==> config.mk <==
export PLATFORM = sky130hd
export DESIGN_NAME = interval_timer_4ch_regs_unit
export DESIGN_NICKNAME = d
export VERILOG_FILES = /design/src/rtl/core/tmr4_pkg.sv /design/src/rtl/core/tmr4_core.sv /design/src/rtl/core/interval_timer_4ch_regs_unit.sv
export SDC_FILE = /design/constraint.sdc
export NUM_CORES = 1
export LEC_CHECK = 0
export BUFFER_PORTS_ARGS = -buffer_cell sky130_fd_sc_hd__buf_2
export CAP_MARGIN = 20
export CELL_PAD_IN_SITES_DETAIL_PLACEMENT = 2
export CELL_PAD_IN_SITES_GLOBAL_PLACEMENT = 2
export CORE_ASPECT_RATIO = 1.2
export CORE_MARGIN = 5
export CORE_UTILIZATION = 37
export CTS_BUF_LIST = sky130_fd_sc_hd__clkbuf_4 sky130_fd_sc_hd__clkbuf_8 sky130_fd_sc_hd__clkbuf_16
export CTS_CLUSTER_SIZE = 28
export DETAILED_ROUTE_END_ITERATION = 10
export PLACE_DENSITY = 0.89
export SLEW_MARGIN = 30
export SYNTH_ARGS = -nofsm -noshare
export SYNTH_HDL_FRONTEND = slang
export SYNTH_HIERARCHICAL = 1
export SYNTH_SLANG_ARGS = --single-unit
==> constraint.sdc <==
create_clock -name clk -period 2.8 [get_ports clk]
set_input_delay 0.84 -clock clk [delete_from_list [all_inputs] [get_ports clk]]
set_output_delay 0.84 -clock clk [all_outputs]
set_load 0.01 [all_outputs]
==> src/rtl/core/tmr4_pkg.sv <==
package tmr4_pkg;

	// Commands carried by one request.
	typedef enum logic [1:0] {
		CMD_TICK  = 2'd0,
		CMD_READ  = 2'd1,
		CMD_WRITE = 2'd2,
		CMD_NONE  = 2'd3
	} cmd_t;

	// Register byte offsets.
	localparam logic [6:0] ADDR_INTEN   = 7'h14;
	localparam logic [6:0] ADDR_INTST   = 7'h18;
	localparam logic [6:0] ADDR_CHEN    = 7'h1C;
	localparam logic [6:0] ADDR_CH_BASE = 7'h20;

	// Register offsets inside one channel block.
	localparam logic [3:0] REG_CTRL   = 4'h0;
	localparam logic [3:0] REG_RELOAD = 4'h4;
	localparam logic [3:0] REG_COUNT  = 4'h8;

	// Control field coding and word layout.
	localparam logic [2:0] MODE_32BIT   = 3'h1;
	localparam int         CH_BIT_STEP  = 4;
	localparam int         MAX_CHANNELS = 4;
	localparam int         WORD_W       = 16;
	localparam int         CTRL_W       = 5;

	// One request as held in the input stage.
	typedef struct packed {
		cmd_t        command;
		logic [6:0]  address;
		logic [31:0] write_data;
	} req_t;

	// One result as produced by the register core.
	typedef struct packed {
		logic [31:0] read_data;
		logic [3:0]  expired_mask;
		logic        irq_line;
	} rsp_t;

endpackage

==> src/rtl/core/tmr4_core.sv <==
module tmr4_core
	import tmr4_pkg::*;
#(
	parameter int NUM_CHANNELS = 4
) (
	input  logic clk,
	input  logic arst_n,
	input  logic step,
	input  req_t req,
	output rsp_t rsp
);

	logic [31:0]       count_q   [NUM_CHANNELS];
	logic [31:0]       reload_q  [NUM_CHANNELS];
	logic [CTRL_W-1:0] control_q [NUM_CHANNELS];
	logic [31:0]       count_d   [NUM_CHANNELS];
	logic [31:0]       reload_d  [NUM_CHANNELS];
	logic [CTRL_W-1:0] control_d [NUM_CHANNELS];
	logic [WORD_W-1:0] chen_q, chen_d;
	logic [WORD_W-1:0] inten_q, inten_d;
	logic [WORD_W-1:0] intst_q, intst_d;

	logic       is_tick, is_read, is_write;
	logic       ch_space;
	logic [6:0] ch_offset;
	logic [2:0] ch_sel;
	logic [3:0] reg_sel;
	logic [3:0] expired;
	logic [31:0] rdata;

	// Address decode shared by reads and writes.
	assign is_tick   = (req.command == CMD_TICK);
	assign is_read   = (req.command == CMD_READ);
	assign is_write  = (req.command == CMD_WRITE);
	assign ch_offset = req.address - ADDR_CH_BASE;
	assign ch_sel    = ch_offset[6:4];
	assign reg_sel   = ch_offset[3:0];
	assign ch_space  = (req.address >= ADDR_CH_BASE) && (req.address[1:0] == 2'b00);

	// Next-state logic for the global words and each channel.
	always_comb begin
		chen_d  = chen_q;
		inten_d = inten_q;
		intst_d = intst_q;
		expired = '0;
		if (is_write && req.address == ADDR_INTEN) begin
			inten_d = req.write_data[WORD_W-1:0];
		end
		if (is_write && req.address == ADDR_INTST) begin
			intst_d = intst_q & ~req.write_data[WORD_W-1:0];
		end
		if (is_write && req.address == ADDR_CHEN) begin
			chen_d = req.write_data[WORD_W-1:0];
		end
		for (int c = 0; c < NUM_CHANNELS; c++) begin
			count_d[c]   = count_q[c];
			reload_d[c]  = reload_q[c];
			control_d[c] = control_q[c];
			if (is_tick && chen_q[c*CH_BIT_STEP] && control_q[c][2:0] == MODE_32BIT) begin
				if (count_q[c] == 32'd0) begin
					count_d[c] = reload_q[c];
					expired[c] = 1'b1;
					intst_d[c*CH_BIT_STEP] = 1'b1;
				end else begin
					count_d[c] = count_q[c] - 32'd1;
				end
			end
			// A rising channel enable loads the counter from its reload value.
			if (is_write && req.address == ADDR_CHEN &&
			    req.write_data[c*CH_BIT_STEP] && !chen_q[c*CH_BIT_STEP]) begin
				count_d[c] = reload_q[c];
			end
			if (is_write && ch_space && ch_sel == 3'(c)) begin
				if (reg_sel == REG_CTRL) begin
					control_d[c] = req.write_data[CTRL_W-1:0];
				end
				if (reg_sel == REG_RELOAD) begin
					reload_d[c] = req.write_data;
				end
			end
		end
	end

	// Read data selection.
	always_comb begin
		rdata = '0;
		if (is_read) begin
			case (req.address)
				ADDR_INTEN: rdata = {16'd0, inten_q};
				ADDR_INTST: rdata = {16'd0, intst_q};
				ADDR_CHEN:  rdata = {16'd0, chen_q};
				default: begin
					for (int c = 0; c < NUM_CHANNELS; c++) begin
						if (ch_space && ch_sel == 3'(c)) begin
							if (reg_sel == REG_CTRL) begin
								rdata = {27'd0, control_q[c]};
							end
							if (reg_sel == REG_RELOAD) begin
								rdata = reload_q[c];
							end
							if (reg_sel == REG_COUNT) begin
								rdata = count_q[c];
							end
						end
					end
				end
			endcase
		end
	end

	assign rsp.read_data    = rdata;
	assign rsp.expired_mask = expired;
	assign rsp.irq_line     = |(intst_d & inten_d);

	// State registers, updated once per request taken from the input stage.
	always_ff @(posedge clk or negedge arst_n) begin
		if (!arst_n) begin
			chen_q  <= '0;
			inten_q <= '0;
			intst_q <= '0;
			for (int c = 0; c < NUM_CHANNELS; c++) begin
				count_q[c]   <= '0;
				reload_q[c]  <= '0;
				control_q[c] <= '0;
			end
		end else if (step) begin
			chen_q  <= chen_d;
			inten_q <= inten_d;
			intst_q <= intst_d;
			for (int c = 0; c < NUM_CHANNELS; c++) begin
				count_q[c]   <= count_d[c];
				reload_q[c]  <= reload_d[c];
				control_q[c] <= control_d[c];
			end
		end
	end

endmodule

==> src/rtl/core/interval_timer_4ch_regs_unit.sv <==
// Four-channel 32-bit down-counting interval timer behind a request/response
// register port. Each request is a timer tick, a register read or a register
// write, and each produces exactly one response with read data, the mask of
// channels that expired and reloaded on that tick, and the interrupt line
// after the request's update. Requests pass through an input register and
// the register core into an output register, and one request is taken every
// cycle while the output register is free or drained.
module interval_timer_4ch_regs_unit
	import tmr4_pkg::*;
#(
	parameter int NUM_CHANNELS = 4
) (
	input  logic        clk,
	input  logic        arst_n,
	input  logic        in_valid,
	output logic        in_ready,
	input  logic [1:0]  command,
	input  logic [6:0]  address,
	input  logic [31:0] write_data,
	output logic        out_valid,
	input  logic        out_ready,
	output logic [31:0] read_data,
	output logic [3:0]  expired_mask,
	output logic        irq_line
);

	logic valid_s1;
	req_t req_s1;
	rsp_t rsp;
	logic advance;
	logic out_valid_q;
	rsp_t rsp_q;

	// The input stage moves on when the output register can take a result.
	assign advance  = valid_s1 && (!out_valid_q || out_ready);
	assign in_ready = !valid_s1 || advance;

	// Input stage control.
	always_ff @(posedge clk or negedge arst_n) begin
		if (!arst_n) begin
			valid_s1 <= 1'b0;
		end else if (in_ready) begin
			valid_s1 <= in_valid;
		end
	end

	// Input stage payload.
	always_ff @(posedge clk) begin
		if (in_valid && in_ready) begin
			req_s1.command    <= cmd_t'(command);
			req_s1.address    <= address;
			req_s1.write_data <= write_data;
		end
	end

	tmr4_core #(
		.NUM_CHANNELS(NUM_CHANNELS)
	) u_core (
		.clk    (clk),
		.arst_n (arst_n),
		.step   (advance),
		.req    (req_s1),
		.rsp    (rsp)
	);

	// Output register control.
	always_ff @(posedge clk or negedge arst_n) begin
		if (!arst_n) begin
			out_valid_q <= 1'b0;
		end else if (advance) begin
			out_valid_q <= 1'b1;
		end else if (out_ready) begin
			out_valid_q <= 1'b0;
		end
	end

	// Output register payload.
	always_ff @(posedge clk) begin
		if (advance) begin
			rsp_q <= rsp;
		end
	end

	assign out_valid    = out_valid_q;
	assign read_data    = rsp_q.read_data;
	assign expired_mask = rsp_q.expired_mask;
	assign irq_line     = rsp_q.irq_line;

endmodule

==> impl_metrics.toml <==
[run_status]
status = "complete, but fails checks"
violations = "negative setup slack"

[global_routing]
grt_usage_pct = 32.5
antenna_found_initial = 6
grt_pass1_wl_um = 160000
grt_pass1_vias = 24100
grt-ovfl-total = 0
grt_max_degree = 60

[worst_setup_path]
endpoint_kind = "flop"
cp_num_buf_inv = 1
cp-start-kind = "flop"
required_ns = 3.24
critPathKind = "flop to flop"
path_max_fanout = 10
critPathTopFamily = "compound AO/OA/AOI/OAI gates"
path_cells = "nor4_1 -> nand2_1 -> o32ai_4 -> buf_12 -> a31oi_1 -> o21ai_1 -> o21ai_0"
cp_slowest_cell = "nor4_1"
cp.depth = 7
worst_path_largest_cell_delay_ns = 0.53
r2r.worst_path.cells = 7
arrival_ns = 3.44

[synth]
ys_types = 80
synth_fa_ha_area_share_pct = 0.513
synth_edf_count = 78
yosys_warnings = 6
muxShareOfSynthArea_pct = 9.89
synthCells = 2250
synth_xor_area_share_pct = 0
synth.area.top_cells = "dfrtp_1 (37%), edfxtp_1 (11%), mux2_2 (9.3%)"
async_flop_share_pct = 80.7
yosys.area_share.simple_pct = 14.8
synth_top_family_by_area = "compound AO/OA/AOI/OAI gates"
synth_nets = 2304
ys.flop_type = "dfrtp_1"
ys_ff_latch = 404
ys_seq_area_share_pct = 47.9
netlist.area_leader.share_pct = 37.2
synth_compound_area_share_pct = 22.8
syn_area_um2 = 21900
synth_top_area_cell = "dfrtp_1"
syn_avg_cell_area_um2 = 9.75

[drt]
wl_um = 114000
drtAntennaViolNets = 0
viasPerCell = 6.88
dr.first_iter.drc_count = 2233
drt_first_pass_iters = 6
routed-via-count = 22200
routedWlPerCell_um = 35.4
route.detailed.drc = 0

[cts]
clockBufferDepth = 3
cts_buffers = 47
cts.sinks = 404
cts_hold_buf = 0
htreeDepth = 2
cts-root-buf = "clkbuf_16"
clk_pin_slew_worst_paths_ns = 0.07
clock_latency_ns = 0.63
cts_tree = "yes"

[layout]
layout.nets = 2450
design_area_um2 = 26900
syn2layout_area_growth_pct = 22.5
drive_gt1_share_pct = 27.4
mostFrequentLayoutCell = "dfrtp_1"
most-common-layout-cells = "dfrtp_1 (326), o21ai_0 (195), a21oi_1 (191)"
fillers = 5972

[sta]
hold_viol_final = 0
relSlewSlack_pct = 38.2
setup_viol = 17
tns_ns = -1.03
finClkSkew_ns = 0.0352
slew_viol_final = 0
finalCriticalPeriod_ns = 3.00
rsz0062_at_grt = "yes"
worstMarginPinSlew_ns = 0.927
fmax_mhz = 334
final.period_utilization_pct = 107
setup_ws_ns = -0.196

[die]
die_h_um = 277
start_util_pct = 37.4
dieWidth_um = 232
die_area_um2 = 64300
num_rows = 97
ios = 84
core-area_um2 = 58600

[pwr]
max-vdd-ir-drop_mv = 0.468
power_density_nw_per_um2 = 538
p_leak_nw = 11.1
total_power_mw = 14.5

[placement]
hpwl_um = 70400
gp_congestion = 0.938
place_area_um2 = 24500
post-place-ws_ns = -0.245
io_buffers = 83

[hold_path]
hp-class = "input pin to async pin"

[flow_run]
max_cap_violations = 0
==> metal layers <==
metal / vias up / GRT usage (%) / routed length [µm]
met5: - / 0 / 14
met3: 566 / 5.65 / 8320
li1: 8834 / - / -
met1: 11400 / 36.7 / 40200
met2: 1382 / 54.7 / 54600
met4: 4 / 24.3 / 11300
==> cells by family after synthesis <==
logic type | after synthesis
mux | 194
flops | 404
fa+ha+maj | 9
buf+inv | 224
simple gates | 634
compound gates | 785
==> synth_stat cells (15+ instances only) <==
cell and instances:
a211oi_1 22, a21boi_0 15, a21oi_1 198, a22oi_1 98, a31oi_1 18, buf_2 38
clkbuf_1 138, dfrtp_1 326, edfxtp_1 78, inv_1 26, mux2_2 182, nand2_1 136
nand2b_1 21, nand3_1 62, nand4_1 36, nor2_1 148, nor2b_1 22, nor3_1 61
nor4_1 47, o211ai_1 18, o21a_1 17, o21ai_0 203, o22ai_1 77, or2_2 15
or3_1 15, or4_1 16
==> final cells by class <==
class                      instances  area, µm²  area share [%]
antenna                            5       12.5          0.0465
clock buffer                      61       1350            5.04
clock inverter                    26        388            1.44
inverter                          26       97.6           0.363
multi-input combinational       1623      11000            40.8
sequential                       404      10500            39.1
tap                              792        991            3.69
timing repair buffer             294       2580            9.59
==> worst reg2reg max path, cell delays in order (launching register included) <==
cell,delay [ns]
dfrtp_1,0.50
nor4_1,0.53
nand2_1,0.39
o32ai_4,0.51
buf_12,0.20
a31oi_1,0.07
o21ai_1,0.39
o21ai_0,0.23
==> metrics by stage <==
stage | hold WS (ns) | instances | util (%)
floorplan | 0.471 | 2250 | -
global placement | 0.480 | 3123 | 41.8
detailed placement | 0.493 | 3123 | 41.8
CTS | 0.213 | 3213 | 45.1
global route | 0.211 | 3226 | 45.8
finish | 0.193 | 3231 | 45.9
==> timing repair <==
item,in CTS,in global routing
gates cloned,3,3
resized for setup,31,56
pin swaps,3,17
buffers inserted,0,10
endpoints found under the setup margin,37,219
==> power breakdown <==
group | internal (mW) | switching, mW
registers | 6.11 | 0.159
clock network | 4.33 | 2.92
logic | 0.290 | 0.660
total | 10.7 | 3.74
==> worst paths after layout <==
check / startpoint / end / slack, ns
setup / recovery: u_core/count_q[84] / u_core/count_q[86] / -0.20
hold reg to reg: u_core/control_q[4] / u_core/control_q[4] / 0.51
min in group clk: write_data[28] / req_s1[28] / 0.39
hold / removal: arst_n / u_core/control_q[5] / 0.19
max in group asynchronous: arst_n / u_core/reload_q[26] / 1.77
setup reg to reg: u_core/count_q[84] / u_core/count_q[86] / -0.20
==> registers in the layout, summed over array words and instances (netlist names) <==
register / flops
u_core/count_q: 128
u_core/reload_q: 128
req_s1: 41
read_data: 32
u_core/control_q: 20
u_core/chen_q: 16
u_core/inten_q: 16
u_core/intst_q: 16
expired_mask: 4
irq_line: 1
out_valid: 1
valid_s1: 1
(Power assumes the default switching activity.)
